$ cat src/design/trts_pkg.sv
`timescale 1ns / 1ps
// ----------------------------------------------------------------------------
// trts_pkg
// Shared types, widths and helpers for the torus reduction-tree setup block.
// ----------------------------------------------------------------------------
package trts_pkg;

    localparam int NUM_DIMS = 4;
    localparam int COORD_W  = 4;
    localparam int SIZE_W   = 5;
    localparam int WIRE_W   = 3;
    localparam int MASK_W   = 2 * NUM_DIMS;
    localparam int PROD2_W  = 2 * SIZE_W;
    localparam int NODES_W  = 4 * SIZE_W;
    localparam int LOG_W    = 5;
    localparam int RETRY_W  = 16;
    localparam int CMB_W    = 16;

    // Wire numbers with a fixed role: wire 1 is the positive wire of dimension 0
    localparam logic [WIRE_W-1:0] WIRE_DIM0_POS = 3'd1;
    localparam logic [MASK_W-1:0] MASK_DIM0_BOTH = 8'h03;
    localparam logic [MASK_W-1:0] MASK_DIM0_POS  = 8'h02;

    typedef struct packed {
        logic [COORD_W-1:0] master_coord_0;
        logic [COORD_W-1:0] master_coord_1;
        logic [COORD_W-1:0] master_coord_2;
        logic [COORD_W-1:0] master_coord_3;
        logic [COORD_W-1:0] node_coord_0;
        logic [COORD_W-1:0] node_coord_1;
        logic [COORD_W-1:0] node_coord_2;
        logic [COORD_W-1:0] node_coord_3;
        logic [SIZE_W-1:0]  dim_size_0;
        logic [SIZE_W-1:0]  dim_size_1;
        logic [SIZE_W-1:0]  dim_size_2;
        logic [SIZE_W-1:0]  dim_size_3;
    } in_item_t;

    typedef struct packed {
        logic               is_not_master;
        logic [CMB_W-1:0]   combine_word;
        logic [MASK_W-1:0]  broadcast_word;
        logic [WIRE_W-1:0]  send_wire_index;
        logic [WIRE_W-1:0]  recv_wire_index;
        logic [LOG_W-1:0]   overflow_bits;
        logic [RETRY_W-1:0] effective_retry_limit;
        logic               coord_error;
    } out_item_t;

    // Recentred position of the node per dimension, with the grid marks
    typedef struct packed {
        logic [NUM_DIMS-1:0][SIZE_W-1:0] here;
        logic [NUM_DIMS-1:0][SIZE_W-1:0] mid;
        logic [NUM_DIMS-1:0][SIZE_W-1:0] top;
    } geom_t;

    typedef struct packed {
        logic              remote;
        logic [MASK_W-1:0] cmb;
        logic [MASK_W-1:0] brd;
        logic [WIRE_W-1:0] send;
        logic [WIRE_W-1:0] recv;
    } route_t;

    // a mod s for a 4-bit a and s >= 1, by four restoring subtract steps
    function automatic logic [COORD_W-1:0] mod_small(
        input logic [COORD_W-1:0] a,
        input logic [SIZE_W-1:0]  s
    );
        logic [SIZE_W+COORD_W-1:0] r;
        logic [SIZE_W+COORD_W-1:0] dv;
        r = {{SIZE_W{1'b0}}, a};
        for (int k = COORD_W - 1; k >= 0; k--)
        begin
            dv = {{COORD_W{1'b0}}, s} << k;
            if (r >= dv)
            begin
                r = r - dv;
            end
        end
        return r[COORD_W-1:0];
    endfunction

endpackage

$ cat src/design/trts_if.sv
`timescale 1ns / 1ps
// ----------------------------------------------------------------------------
// trts_in_if / trts_out_if
// Valid/ready channels carrying setup queries and their results.
// ----------------------------------------------------------------------------
interface trts_in_if;
    logic               valid;
    logic               ready;
    trts_pkg::in_item_t payload;

    modport source (output valid, output payload, input ready);
    modport sink (input valid, input payload, output ready);
endinterface

interface trts_out_if;
    logic                valid;
    logic                ready;
    trts_pkg::out_item_t payload;

    modport source (output valid, output payload, input ready);
    modport sink (input valid, input payload, output ready);
endinterface

$ cat src/design/trts_scan.sv
`timescale 1ns / 1ps
// ----------------------------------------------------------------------------
// trts_scan
// Dimension scan, 3 down to 0: builds passthrough masks and send/recv wires.
// ----------------------------------------------------------------------------
module trts_scan (
    input  trts_pkg::geom_t  geom,
    output trts_pkg::route_t route
);

    always_comb
    begin
        logic done;
        logic [trts_pkg::MASK_W-1:0] lo;
        logic [trts_pkg::MASK_W-1:0] hi;
        done       = 1'b0;
        route.cmb  = '0;
        route.brd  = '0;
        route.send = trts_pkg::WIRE_DIM0_POS;
        route.recv = trts_pkg::WIRE_DIM0_POS;
        route.remote = 1'b0;
        for (int d = trts_pkg::NUM_DIMS - 1; d >= 0; d--)
        begin
            lo = trts_pkg::MASK_W'(1) << (2 * d);
            hi = trts_pkg::MASK_W'(1) << (2 * d + 1);
            if (!done)
            begin
                if (d == 0 && geom.here[0] == geom.mid[0])
                begin
                    // master: takes from the positive side only, feeds both
                    route.cmb = route.cmb | trts_pkg::MASK_DIM0_POS;
                    route.brd = route.brd | trts_pkg::MASK_DIM0_BOTH;
                    done = 1'b1;
                end
                else
                begin
                    if (geom.here[d] != '0)
                    begin
                        route.cmb = route.cmb | lo;
                        route.brd = route.brd | lo;
                    end
                    if (geom.here[d] != geom.top[d])
                    begin
                        route.cmb = route.cmb | hi;
                        route.brd = route.brd | hi;
                    end
                    if (geom.here[d] != geom.mid[d])
                    begin
                        route.remote = 1'b1;
                        route.send = (geom.here[d] > geom.mid[d]) ?
                                     trts_pkg::WIRE_W'(2 * d) :
                                     trts_pkg::WIRE_W'(2 * d + 1);
                        route.recv = route.send;
                        // leaf on the outermost dimension: nothing passes through
                        if (d == trts_pkg::NUM_DIMS - 1 &&
                            (geom.here[d] == '0 || geom.here[d] == geom.top[d]))
                        begin
                            route.cmb = '0;
                            route.brd = '0;
                        end
                        if (d == 0)
                        begin
                            route.send = trts_pkg::WIRE_DIM0_POS;
                            route.cmb  = route.cmb | trts_pkg::MASK_DIM0_BOTH;
                        end
                        done = 1'b1;
                    end
                end
            end
        end
    end

endmodule

$ cat src/design/torus_reduction_tree_setup_top.sv
`timescale 1ns / 1ps
// ----------------------------------------------------------------------------
// torus_reduction_tree_setup_top
// Reduction-tree setup for one node of a 4-D torus, four-stage pipeline.
// ----------------------------------------------------------------------------
// Pipeline: four register stages; the result is taken from the stage-4 register.
// Throughput: one query per cycle while the output keeps up; each stage is a register with its own
//   valid bit, so a stall on the output backs up without loss or repeat.
// Reset: rst_n clears all valid bits and sets the retry limit to 1; no
//   clearing pass, the block takes queries as soon as reset is released.
// ----------------------------------------------------------------------------
module torus_reduction_tree_setup_top #(
    parameter int DIM_SIZE_MAX = 16
) (
    input  logic                           clk,
    input  logic                           rst_n,
    trts_in_if.sink                        in_ch,
    trts_out_if.source                     out_ch,
    input  logic                           cfg_we,
    input  logic [trts_pkg::RETRY_W-1:0]   cfg_wdata
);

    // compare width covers both the raw size field and the saturation bound
    localparam int SAT_W = (trts_pkg::SIZE_W > $clog2(DIM_SIZE_MAX + 1)) ?
                           trts_pkg::SIZE_W : $clog2(DIM_SIZE_MAX + 1);

    typedef struct packed {
        logic [trts_pkg::NUM_DIMS-1:0][trts_pkg::SIZE_W-1:0]  size;
        logic [trts_pkg::NUM_DIMS-1:0][trts_pkg::SIZE_W-1:0]  top;
        logic [trts_pkg::NUM_DIMS-1:0][trts_pkg::SIZE_W-1:0]  mid;
        logic [trts_pkg::NUM_DIMS-1:0][trts_pkg::COORD_W-1:0] m;
        logic [trts_pkg::NUM_DIMS-1:0][trts_pkg::COORD_W-1:0] c;
        logic                                                 err;
    } st1_t;

    typedef struct packed {
        trts_pkg::geom_t                geom;
        logic [trts_pkg::PROD2_W-1:0]   p01;
        logic [trts_pkg::PROD2_W-1:0]   p23;
        logic                           err;
    } st2_t;

    typedef struct packed {
        trts_pkg::route_t               route;
        logic [trts_pkg::NODES_W-1:0]   nodes;
        logic                           err;
    } st3_t;

    typedef struct packed {
        trts_pkg::route_t               route;
        logic [trts_pkg::LOG_W-1:0]     log2n;
        logic                           err;
    } st4_t;

    logic v1_reg, v2_reg, v3_reg, v4_reg;
    logic v1_next, v2_next, v3_next, v4_next;
    logic rdy1, rdy2, rdy3, rdy4;
    st1_t st1_reg, st1_next;
    st2_t st2_reg, st2_next;
    st3_t st3_reg, st3_next;
    st4_t st4_reg, st4_next;
    logic [trts_pkg::RETRY_W-1:0] retry_reg, retry_next;
    trts_pkg::route_t route;

    logic [trts_pkg::NUM_DIMS-1:0][trts_pkg::SIZE_W-1:0]  raw_size;
    logic [trts_pkg::NUM_DIMS-1:0][trts_pkg::COORD_W-1:0] raw_m;
    logic [trts_pkg::NUM_DIMS-1:0][trts_pkg::COORD_W-1:0] raw_c;

    // ---------------- handshake ----------------
    assign rdy4 = !v4_reg || out_ch.ready;
    assign rdy3 = !v3_reg || rdy4;
    assign rdy2 = !v2_reg || rdy3;
    assign rdy1 = !v1_reg || rdy2;
    assign in_ch.ready = rdy1;

    assign v1_next = rdy1 ? in_ch.valid : v1_reg;
    assign v2_next = rdy2 ? v1_reg : v2_reg;
    assign v3_next = rdy3 ? v2_reg : v3_reg;
    assign v4_next = rdy4 ? v3_reg : v4_reg;

    assign retry_next = (cfg_wdata == '0) ? trts_pkg::RETRY_W'(1) : cfg_wdata;

    // ---------------- stage 1: sizes, range check, reduce coordinates ----------------
    assign raw_size[0] = in_ch.payload.dim_size_0;
    assign raw_size[1] = in_ch.payload.dim_size_1;
    assign raw_size[2] = in_ch.payload.dim_size_2;
    assign raw_size[3] = in_ch.payload.dim_size_3;
    assign raw_m[0]    = in_ch.payload.master_coord_0;
    assign raw_m[1]    = in_ch.payload.master_coord_1;
    assign raw_m[2]    = in_ch.payload.master_coord_2;
    assign raw_m[3]    = in_ch.payload.master_coord_3;
    assign raw_c[0]    = in_ch.payload.node_coord_0;
    assign raw_c[1]    = in_ch.payload.node_coord_1;
    assign raw_c[2]    = in_ch.payload.node_coord_2;
    assign raw_c[3]    = in_ch.payload.node_coord_3;

    always_comb
    begin
        logic [trts_pkg::SIZE_W-1:0] s;
        st1_next.err = 1'b0;
        for (int d = 0; d < trts_pkg::NUM_DIMS; d++)
        begin
            s = raw_size[d];
            if (s == '0)
            begin
                s = trts_pkg::SIZE_W'(1);
                st1_next.err = 1'b1;
            end
            // saturate at the largest supported dimension
            if (SAT_W'(s) > SAT_W'(DIM_SIZE_MAX))
            begin
                s = trts_pkg::SIZE_W'(DIM_SIZE_MAX);
            end
            if (trts_pkg::SIZE_W'(raw_m[d]) >= s || trts_pkg::SIZE_W'(raw_c[d]) >= s)
            begin
                st1_next.err = 1'b1;
            end
            st1_next.size[d] = s;
            st1_next.top[d]  = s - trts_pkg::SIZE_W'(1);
            st1_next.mid[d]  = (s - trts_pkg::SIZE_W'(1)) >> 1;
            st1_next.m[d]    = trts_pkg::mod_small(raw_m[d], s);
            st1_next.c[d]    = trts_pkg::mod_small(raw_c[d], s);
        end
    end

    // ---------------- stage 2: recentre, pairwise size products ----------------
    always_comb
    begin
        logic [trts_pkg::SIZE_W+1:0] t;
        logic [trts_pkg::SIZE_W+1:0] sw;
        for (int d = 0; d < trts_pkg::NUM_DIMS; d++)
        begin
            sw = (trts_pkg::SIZE_W+2)'(st1_reg.size[d]);
            // c + mid + s - m stays below 3s: two compare-and-subtract steps
            t = (trts_pkg::SIZE_W+2)'(st1_reg.c[d]) + (trts_pkg::SIZE_W+2)'(st1_reg.mid[d])
                + sw - (trts_pkg::SIZE_W+2)'(st1_reg.m[d]);
            if (t >= sw)
            begin
                t = t - sw;
            end
            if (t >= sw)
            begin
                t = t - sw;
            end
            st2_next.geom.here[d] = t[trts_pkg::SIZE_W-1:0];
            st2_next.geom.mid[d]  = st1_reg.mid[d];
            st2_next.geom.top[d]  = st1_reg.top[d];
        end
        st2_next.p01 = trts_pkg::PROD2_W'(st1_reg.size[0]) * trts_pkg::PROD2_W'(st1_reg.size[1]);
        st2_next.p23 = trts_pkg::PROD2_W'(st1_reg.size[2]) * trts_pkg::PROD2_W'(st1_reg.size[3]);
        st2_next.err = st1_reg.err;
    end

    // ---------------- stage 3: dimension scan, node count ----------------
    trts_scan u_scan (
        .geom  (st2_reg.geom),
        .route (route)
    );

    always_comb
    begin
        st3_next.route = route;
        st3_next.nodes = trts_pkg::NODES_W'(st2_reg.p01) * trts_pkg::NODES_W'(st2_reg.p23);
        st3_next.err   = st2_reg.err;
    end

    // ---------------- stage 4: ceil log2 of node count, at least 1 ----------------
    always_comb
    begin
        logic [trts_pkg::NODES_W-1:0] x;
        x = st3_reg.nodes - trts_pkg::NODES_W'(1);
        st4_next.log2n = trts_pkg::LOG_W'(1);
        for (int i = 1; i < trts_pkg::NODES_W; i++)
        begin
            if (x[i])
            begin
                st4_next.log2n = trts_pkg::LOG_W'(i + 1);
            end
        end
        st4_next.route = st3_reg.route;
        st4_next.err   = st3_reg.err;
    end

    // ---------------- registers ----------------
    always_ff @(posedge clk or negedge rst_n)
    begin
        if (!rst_n)
        begin
            v1_reg    <= 1'b0;
            v2_reg    <= 1'b0;
            v3_reg    <= 1'b0;
            v4_reg    <= 1'b0;
            retry_reg <= trts_pkg::RETRY_W'(1);
        end
        else
        begin
            v1_reg <= v1_next;
            v2_reg <= v2_next;
            v3_reg <= v3_next;
            v4_reg <= v4_next;
            if (cfg_we)
            begin
                retry_reg <= retry_next;
            end
        end
    end

    always_ff @(posedge clk)
    begin
        if (rdy1)
        begin
            st1_reg <= st1_next;
        end
        if (rdy2)
        begin
            st2_reg <= st2_next;
        end
        if (rdy3)
        begin
            st3_reg <= st3_next;
        end
        if (rdy4)
        begin
            st4_reg <= st4_next;
        end
    end

    // ---------------- result ----------------
    assign out_ch.valid = v4_reg;
    assign out_ch.payload.is_not_master         = st4_reg.route.remote;
    assign out_ch.payload.combine_word          = {st4_reg.route.cmb, trts_pkg::MASK_W'(0)};
    assign out_ch.payload.broadcast_word        = st4_reg.route.brd;
    assign out_ch.payload.send_wire_index       = st4_reg.route.send;
    assign out_ch.payload.recv_wire_index       = st4_reg.route.recv;
    assign out_ch.payload.overflow_bits         = st4_reg.log2n;
    assign out_ch.payload.effective_retry_limit = retry_reg;
    assign out_ch.payload.coord_error           = st4_reg.err;

endmodule

$ cat src/flat_wrapper.sv
// flat-port wrapper written by rule: the top's interface ports become plain ports
module torus_reduction_tree_setup_top_flat 
#(
    parameter int DIM_SIZE_MAX = 16
)
  (clk, rst_n, cfg_we, cfg_wdata, in_ch_valid, in_ch_payload, in_ch_ready, out_ch_valid, out_ch_payload, out_ch_ready);
  trts_in_if in_ch_i ();
  trts_out_if out_ch_i ();
  input  logic clk;
  input  logic rst_n;
  input  logic cfg_we;
  input  logic [trts_pkg::RETRY_W-1:0] cfg_wdata;
  input wire logic [$bits(in_ch_i.valid)-1:0] in_ch_valid;
  input wire logic [$bits(in_ch_i.payload)-1:0] in_ch_payload;
  output wire logic [$bits(in_ch_i.ready)-1:0] in_ch_ready;
  output wire logic [$bits(out_ch_i.valid)-1:0] out_ch_valid;
  output wire logic [$bits(out_ch_i.payload)-1:0] out_ch_payload;
  input wire logic [$bits(out_ch_i.ready)-1:0] out_ch_ready;
  assign in_ch_i.valid = in_ch_valid;
  assign in_ch_i.payload = in_ch_payload;
  assign in_ch_ready = in_ch_i.ready;
  assign out_ch_valid = out_ch_i.valid;
  assign out_ch_payload = out_ch_i.payload;
  assign out_ch_i.ready = out_ch_ready;
  torus_reduction_tree_setup_top #(.DIM_SIZE_MAX(DIM_SIZE_MAX)) u_core (.clk(clk), .rst_n(rst_n), .in_ch(in_ch_i), .out_ch(out_ch_i), .cfg_we(cfg_we), .cfg_wdata(cfg_wdata));
endmodule
$ cat config.mk
export PLATFORM = sky130hd
export DESIGN_NAME = torus_reduction_tree_setup_top_flat
export DESIGN_NICKNAME = d
export VERILOG_FILES = /design/src/design/trts_pkg.sv /design/src/design/trts_if.sv /design/src/design/trts_scan.sv /design/src/design/torus_reduction_tree_setup_top.sv /design/src/flat_wrapper.sv
export SDC_FILE = /design/constraint.sdc
export NUM_CORES = 1
export LEC_CHECK = 0
export BUFFER_PORTS_ARGS = -buffer_cell sky130_fd_sc_hd__buf_2
export CORE_MARGIN = 3
export CORE_UTILIZATION = 40
export CTS_BUF_LIST = sky130_fd_sc_hd__clkbuf_4 sky130_fd_sc_hd__clkbuf_8 sky130_fd_sc_hd__clkbuf_16
export DETAILED_ROUTE_END_ITERATION = 7
export HOLD_SLACK_MARGIN = 0.12
export PLACE_DENSITY = 0.64
export SYNTH_ARGS = -nofsm -noshare
export SYNTH_HDL_FRONTEND = slang
export SYNTH_SLANG_ARGS = --single-unit
export TNS_END_PERCENT = 10
$ cat constraint.sdc
create_clock -name clk -period 13.23 [get_ports clk]
set_clock_uncertainty 0.05 [all_clocks]
set_input_delay 0.6615 -clock clk [delete_from_list [all_inputs] [get_ports clk]]
set_output_delay 0.6615 -clock clk [all_outputs]
set_load 0.02 [all_outputs]
==> results.ini, run 1 <==
[worst_setup_path]
worstPathRequired_ns = 13.47
rr_worst_depth = 20
crit_top_cell = o21ai_0
arrival_ns = 8.54
start_kind = primary input
cp-end-kind = flip-flop
cpMaxStageDelayCell = nand2_1
critPathMaxStageDelay_ns = 0.61
path_max_fanout = 14
crit_type = primary input to flip-flop

[floorplan]
dieHeight_um = 255.9
placementRows = 90
core_area_um2 = 61030
start_util = 0.4093
dieArea_um2 = 65480
ios = 128
chipWidth_um = 255.9

[clocking]
clk_latency_ns = 0.55
clk_pin_slew_ns = 0.06
cts_max_path_buffers = 3
cts_made_buffers = 25
h-tree-depth = 1
cts-root-buf = clkbuf_16
cts_tree = built
cts.sinks = 211

[synth]
ys_dominant_reg_cell = edfxtp_1
syn_inst = 2592
ys_seq_elements = 211
avgSynthCellArea_um2 = 9.637
async_reset_ff_frac = 0.09479
synth_warnings = 0
netlist_area_um2 = 24980
netlist-cell-type-count = 108
ys_seq_area_frac = 0.2497
synth-edff-count = 191

[sta]
setup_viol_count_final = 0
tightest_slew_ns = 0.8960
finalCriticalPeriod_ns = 8.299
rsz0062_at_grt = no
slew-limit-headroom = 0.4005
hold-worst-slack_ns = 0.2540
hold_viol_final = 0
fmax_ghz = 0.1205
min_period_over_period = 0.6273
slew_viol_final = 0
tns_ns = 0

[detailed_routing]
vias_per_cell = 5.375
drc_errors = 0
drt_pass1_iterations = 5
wire_per_inst_um = 15.86
drtIter0Drc = 765
drt-total-wl_um = 56130
drtAntennaViolNets = 0
vias = 19020

[cells_and_area]
final_nets = 3252
largest_reg_flops = 73
stdcell_area_um2 = 27230
syn2layout_area_growth_pct = 8.991
drive_gt1_frac = 0.1185
final_common_cell = ha_1
mostFrequentLayoutCells = ha_1 (354), inv_1 (321), edfxtp_1 (191)

[worst_hold_path]
hold_depth = 2
hold_class = primary input to flip-flop

[global_route]
grt_use_total = 0.1689
grt_pass1_wl_um = 94600
first_global_vias = 19560
grt_max_degree = 68
antenna_found_initial = 1
overflow = 0

[placed_design]
dp_hpwl_um = 45490
gp_congestion = 0.8794
port_buffers = 119
placed_area_um2 = 26370

[outcome]
status = finished clean

[run]
drv_cap = 0

[cell families after synthesis]
kind of cell / after synthesis / share of synthesized area
AOI/OAI and AO/OA: 550 / 0.1474
DFF: 211 / 0.2497
adders and majority gates: 486 / 0.2831
and+or+nand+nor: 674 / 0.1458
xor gates and xnor gates: 162 / 0.05680
other: 1 / 0.0001501
muxes: 127 / 0.05600
buffers and inverters: 381 / 0.06106
[layer usage]
| layer | vias to the layer above | share of wire | track usage |
|---|---|---|---|
| met1 | 9201 | 0.46 | 0.2202 |
| met5 | - | 0 | 0 |
| met4 | 0 | 0.024 | 0.04561 |
| met3 | 81 | 0.041 | 0.02434 |
| met2 | 326 | 0.47 | 0.2930 |
| li1 | 9408 | - | - |
[worst max-delay path: cells and delay by family]
kind / cells / cell delay, ns
fa+ha+maj: 4 / 1.18
compound gates: 14 / 3.26
buf+inv: 3 / 0.49
mux: 2 / 0.72
simple gates: 9 / 2.19
[path summary, 6_finish.rpt]
| kind | startpoint | slack (ns) | end |
|---|---|---|---|
| max | in_ch_payload[4] | 4.93 | u_core.st1_reg[31] |
| min | in_ch_valid | 0.25 | u_core.v1_reg |
| max reg2reg | u_core.st1_reg[69] | 6.69 | u_core.st2_reg[80] |
| min reg2reg | u_core.st3_reg[22] | 0.37 | u_core.out_ch.payload[23] |
| max in group asynchronous | rst_n | 12.23 | u_core.retry_reg[0] |
| min in group asynchronous | rst_n | 0.57 | u_core.retry_reg[10] |
[metrics by stage]
step | setup WS [ns] | utilization | std cells
floorplan | 5.453 | - | 2599
CTS | 4.940 | 0.4460 | 3537
global placement | 4.724 | 0.4321 | 3493
detailed placement | 4.357 | 0.4321 | 3493
finish | 4.931 | 0.4461 | 3538
global route | 4.127 | 0.4461 | 3538
[area by class of cell]
type	count	area [um2]
clock buffer	27	640.6
tap	828	1036
antenna	1	2.502
inverter	322	1209
clock inverter	16	201.4
fill	5811	33810
timing repair buffer	126	650.6
multi-input combinational	2007	17250
sequential	211	6237
[cell usage after synthesis (12+ instances only)]
library cell	instances	share of area
a21boi_0	21	0.0063
a21o_1	67	0.020
a21oi_1	143	0.029
a31oi_1	21	0.0053
and2_1	60	0.015
buf_4	17	0.0051
clkbuf_1	30	0.0045
dfrtp_1	19	0.019
edfxtp_1	191	0.23
fa_1	132	0.11
ha_1	354	0.18
inv_1	321	0.048
mux2_2	82	0.037
mux2i_1	40	0.016
nand2_1	153	0.023
nand2b_1	38	0.0095
nand3_1	27	0.0054
nand3b_1	19	0.0057
nand4_1	19	0.0048
nor2_1	133	0.020
nor2b_1	60	0.015
nor3_1	55	0.011
nor4_1	19	0.0048
o211ai_1	12	0.0036
o21a_1	24	0.0072
o21ai_0	108	0.022
o21bai_1	19	0.0057
o31ai_1	22	0.0066
or2_2	15	0.0038
xnor2_1	97	0.034
xor2_1	65	0.023
[what timing repair did]
action / in CTS / in global routing
buffers inserted: 0 / 0
hold buffers: 1 / 0
setup endpoints to repair: 0 / 0
gates resized for setup: 0 / 0
endpoints found under the hold margin: 19 / 0
Power of run 1 is left out: the tool's default activity adds up to more than one toggle a clock period on the data nets, which glitch-free logic cannot reach.
==> inputs of run 2 (changes only) <==
==> constraint.sdc (replaced) <==
create_clock -name clk -period 7.9 [get_ports clk]
set_clock_uncertainty 0.05 [all_clocks]
set_input_delay 0.395 -clock clk [delete_from_list [all_inputs] [get_ports clk]]
set_output_delay 0.395 -clock clk [all_outputs]
set_load 0.02 [all_outputs]
==> run 2 against run 1 <==
Effect of this change: hold slack got worse by 0.10 ns; die area did not move; worst setup slack got worse by 4.5 ns; final area rose by 1.6%; wire length fell by 1.1%; register-to-register slack got worse by 5.3 ns; sequential share of layout area fell by 0.36 points; via count fell by 0.15%; critical path depth rose by 2; non-clock buffer count rose by 49; sequential cell count did not move; final cell count rose by 1.4%; largest cell class unchanged; highest routed layer unchanged.
==> results.ini, run 2 (same netlist as run 1, synthesis figures left out) <==
[outcome]
status = finished clean

[cells_and_area]
seq_area_um2 = 6237
multi_input_area_um2 = 17330
drive_gt1_frac = 0.1323
final_common_cell = ha_1
syn2layout_area_growth_pct = 10.75
final_nets = 3301
n_fill_cell = 5831
stdcell_area_um2 = 27670
mostFrequentLayoutCells = ha_1 (354), inv_1 (321), edfxtp_1 (191)
largest_reg_flops = 73

[global_route]
grt_use_total = 0.1669
overflow = 0
grt_pass1_wl_um = 94060
first_global_vias = 19590
grt_max_degree = 76
antenna_found_initial = 2

[detailed_routing]
drc_errors = 0
drtAntennaViolNets = 0
met1Wirelength_um = 26270
wl_met3_um = 1780
highest_layer = met4
vias = 18990
drt-total-wl_um = 55500
wire_per_inst_um = 15.47
vias_per_cell = 5.292
drt_pass1_iterations = 5
drtIter0Drc = 1008
wl_met2_um = 26690

[worst_setup_path]
cp-end-kind = flip-flop
path_max_fanout = 10
start_kind = primary input
worstPathRequired_ns = 8.13
arrival_ns = 7.72
cpMaxStageDelayCell = dlygate4sd3_1
critPathMaxStageDelay_ns = 0.52
crit_type = primary input to flip-flop

[floorplan]
dieHeight_um = 255.9
dieArea_um2 = 65480
start_util = 0.4093
placementRows = 90
core_area_um2 = 61030
chipWidth_um = 255.9
ios = 128

[sta]
slew_viol_final = 0
slew-limit-headroom = 0.3301
tns_ns = 0
setup_viol_count_final = 0
finalCriticalPeriod_ns = 7.494
tightest_slew_ns = 1.005
min_period_over_period = 0.9486
hold_viol_final = 0
fmax_ghz = 0.1334

[clocking]
cts_max_path_buffers = 3
cts_made_buffers = 25
cts_tree = built
h-tree-depth = 1
clk_pin_slew_ns = 0.06
cts-root-buf = clkbuf_16
clk_latency_ns = 0.53
cts.sinks = 211

[worst_hold_path]
hold_class = primary input to flip-flop

[placed_design]
gp_congestion = 0.8735
placed_area_um2 = 26600
port_buffers = 119
dp_hpwl_um = 44890

[run]
drv_cap = 0

run 2: cell types whose count changed in the layout (fill, tap and decap cells not counted), sizes merged:
cell / before / now
buf: 125 / 156
dlygate4sd3: 1 / 19
clkbuf: 27 / 33
clkinvlp: 3 / 0
bufinv: 4 / 2
clkinv: 6 / 8
inv: 325 / 323
run 2: repair_timing:
| action | 4_1_cts | 5_1_grt |
|---|---|---|
| hold buffers | 19 | 0 |
| buffers inserted | 0 | 0 |
| resized for setup | 0 | 18 |
| hold endpoints to repair | 38 | 0 |
| setup endpoints to repair | 0 | 18 |
run 2: stage by stage:
step | utilization | setup WS [ns] | hold WS (ns) | instances
6_report | 0.4533 | 0.4062 | 0.1528 | 3588
5_1_grt | 0.4533 | -0.1351 | 0.1501 | 3588
4_1_cts | 0.4519 | 0.06103 | 0.1236 | 3587
3_5_place_dp | 0.4359 | -0.08203 | 0.3303 | 3524
3_3_place_gp | 0.4359 | 0.1061 | 0.3223 | 3524
2_1_floorplan | - | 0.3896 | 0.04941 | 2599
run 2: worst max-delay path: cells and delay by family:
| family | cells | cell delay, ns |
|---|---|---|
| buffers and inverters | 6 | 1.05 |
| and+or+nand+nor | 8 | 1.44 |
| adders and majority gates | 5 | 1.44 |
| muxes | 2 | 0.76 |
| AOI/OAI and AO/OA | 13 | 2.62 |
run 2: worst paths after layout:
| path | start | to | slack (ns) | depth (start not counted) |
|---|---|---|---|---|
| setup / recovery | in_ch_payload[14] | u_core.st1_reg[24] | 0.41 | 34 |
| hold / removal | in_ch_payload[9] | u_core.st1_reg[87] | 0.15 | 1 |
| setup reg to reg | u_core.st1_reg[59] | u_core.st2_reg[70] | 1.37 | 21 |
| hold reg to reg | u_core.st3_reg[27] | u_core.out_ch.payload[28] | 0.37 | 0 |
| max in group asynchronous | rst_n | u_core.retry_reg[0] | 7.12 | 2 |
| min in group asynchronous | rst_n | u_core.retry_reg[13] | 0.33 | 2 |
run 2: layer usage:
metal,up-vias,GRT usage
met5,-,0
li1,9498,-
met2,321,0.2913
met4,0,0.03152
met1,9106,0.2257
met3,62,0.01731
run 2: final cells by class:
cell class | instances | area share
Multi-Input combinational cell | 2007 | 0.6264
Timing Repair Buffer | 175 | 0.03844
Antenna cell | 1 | 0.00009045
Inverter | 322 | 0.04369
Clock buffer | 33 | 0.02478
Tap cell | 828 | 0.03745
Clock inverter | 11 | 0.003709
Sequential cell | 211 | 0.2255
Power of run 2 is left out for the same reason.
==> inputs of run 3 (changes only) <==
--- a/config.mk
+++ b/config.mk
@@ -5,6 +5,7 @@
 export SDC_FILE = /design/constraint.sdc
 export NUM_CORES = 1
 export LEC_CHECK = 0
+export ABC_AREA = 1
 export BUFFER_PORTS_ARGS = -buffer_cell sky130_fd_sc_hd__buf_2
 export CORE_MARGIN = 3
 export CORE_UTILIZATION = 40
==> run 3 against run 2 <==
Effect of this change: synthesized area shrank 0.82%; worst setup slack better by 0.40 ns; via count grew 3.2%; maximum frequency is 5.7% higher; die area shrank 0.80%; core utilization is 0.43 points lower; first-iteration DRC count shrank 11%; sequential cell count unchanged; largest cell class unchanged; highest routed layer unchanged.
==> results.ini, run 3 <==
[synth]
async_reset_ff_frac = 0.09479
syn_inst = 3083
ys_dominant_reg_cell = edfxtp_1
ys_seq_area_frac = 0.2517
synth_top_cell_by_area = edfxtp_1
synth_top_area_share = 0.2315
ys_seq_elements = 211
synth_warnings = 0
synth-edff-count = 191
netlist-cell-type-count = 62
netlist_area_um2 = 24780
synth_commonest_cells = nand2_1 (689), inv_1 (559), ha_1 (354)
avgSynthCellArea_um2 = 8.036
synth_area_leaders = edfxtp_1 (23%), ha_1 (18%), fa_1 (11%)
yosysMostFrequentCell = nand2_1

[detailed_routing]
vias = 19600
drc_errors = 0
wire_per_inst_um = 12.89
vias_per_cell = 4.870
drtIter0Drc = 902
drt-total-wl_um = 51870
drt_pass1_iterations = 5
drtAntennaViolNets = 0

[worst_hold_path]
hold_class = primary input to flip-flop
hold_depth = 3

[global_route]
overflow = 0
grt_use_total = 0.1610
grt_pass1_wl_um = 88200
first_global_vias = 18720
antenna_found_initial = 1
grt_max_degree = 66

[placed_design]
placed_area_um2 = 26210
dp_slack_ns = 0.3685
gp_congestion = 0.8827
dp_hpwl_um = 42200
port_buffers = 119

[clocking]
clk_pin_slew_ns = 0.06
cts.sinks = 211
h-tree-depth = 1
cts_max_path_buffers = 3
clk_latency_ns = 0.55
cts_made_buffers = 27
cts_tree = built
cts-root-buf = clkbuf_16

[worst_setup_path]
cpMaxStageDelayCell = dlygate4sd3_1
crit_family = compound AO/OA/AOI/OAI gates
r2r_slack_ns = 1.71
crit_cells = 44
cp-end-kind = flip-flop
crit_top_cell = nand2_1
path_buf_inv = 9
start_kind = primary input
arrival_ns = 7.34
path_max_fanout = 13
worstPathRequired_ns = 8.15
crit_type = primary input to flip-flop
critPathMaxStageDelay_ns = 0.51
rr_worst_depth = 27

[floorplan]
start_util = 0.4074
placementRows = 90
ios = 128
chipWidth_um = 254.9
dieHeight_um = 254.9
core_area_um2 = 60810
dieArea_um2 = 64960

[cells_and_area]
final_common_cell = nand2_1
final_nets = 3782
n_fill_cell = 6008
drive_gt1_frac = 0.08757
largest_reg_flops = 73
final_util = 0.4490
syn2layout_area_growth_pct = 10.20
mostFrequentLayoutCells = nand2_1 (688), inv_1 (557), ha_1 (354)
stdcell_area_um2 = 27300
antenna_cells = 0

[sta]
rsz0062_at_grt = no
tightest_slew_ns = 0.9102
finalWorstSetupSlack_ns = 0.8090
finalCriticalPeriod_ns = 7.091
setup_viol_count_final = 0
slew-limit-headroom = 0.3926
hold_viol_final = 0
fmax_ghz = 0.1410
tns_ns = 0
slew_viol_final = 0
min_period_over_period = 0.8976

[run]
drv_cap = 0

[outcome]
status = finished clean

[run 3: changes by cell type in the layout (fill, tap and decap cells not counted), moves of 59 or more]
| cell | previous run | this run |
|---|---|---|
| a21o_1 | 67 | 2 |
| inv_1 | 321 | 557 |
| mux2_2 | 82 | 15 |
| nand2_1 | 153 | 688 |
| nand3_1 | 26 | 157 |
| nor2b_1 | 60 | 1 |
[run 3: worst min-delay path: stages]
cell	delay, ns
buf_2	0.13
nand2_1	0.06
nand2_1	0.05
[run 3: metrics by stage]
step	hold slack [ns]	std cells
final	0.1563	4025
after detailed placement	0.3502	3954
after CTS	0.1214	4025
after floorplan	0.04941	3090
after global routing	0.1513	4025
after global placement	0.3376	3954
[run 3: repair_timing]
item / in CTS / in global routing
setup endpoints to repair: 0 / 7
gates resized for setup: 0 / 3
hold buffers: 22 / 0
buffers inserted: 0 / 0
endpoints found under the hold margin: 40 / 0
[run 3: kinds of logic after synthesis]
kind of cell,Yosys count,synth area share
buffers and inverters,618,0.09681
XOR/XNOR,166,0.05868
flip-flops,211,0.2517
AO/OA/AOI/OAI,394,0.08979
AND/OR/NAND/NOR,1192,0.2106
other,1,0.0001514
adder cells (fa/ha/maj),486,0.2854
multiplexers,15,0.006817
[run 3: worst paths after layout]
check	to	start
min in group asynchronous	u_core.v1_reg	rst_n
hold / removal	u_core.st1_reg[13]	in_ch_payload[20]
hold reg to reg	u_core.out_ch.payload[30]	u_core.st3_reg[37]
setup / recovery	u_core.st1_reg[29]	in_ch_payload[4]
setup reg to reg	u_core.st2_reg[69]	u_core.st1_reg[5]
max in group asynchronous	u_core.retry_reg[0]	rst_n
[run 3: area by class of cell]
type	instances	area, um2	area share
Clock inverter	16	147.6	0.005407
Multi-Input combinational cell	2261	16170	0.5924
Clock buffer	33	720.7	0.02640
Timing Repair Buffer	151	890.9	0.03263
Inverter	571	2155	0.07891
Tap cell	782	978.4	0.03584
Sequential cell	211	6237	0.2284
[run 3: routing by layer]
layer  vias to the layer above  part of all wire  track usage
li1                      10350                 -            -
met1                      8885              0.49       0.2296
met2                       320              0.45       0.2703
met3                        49             0.039      0.01626
met4                         0             0.013      0.02509
met5                         -                 0            0
Power of run 3 is left out for the same reason.
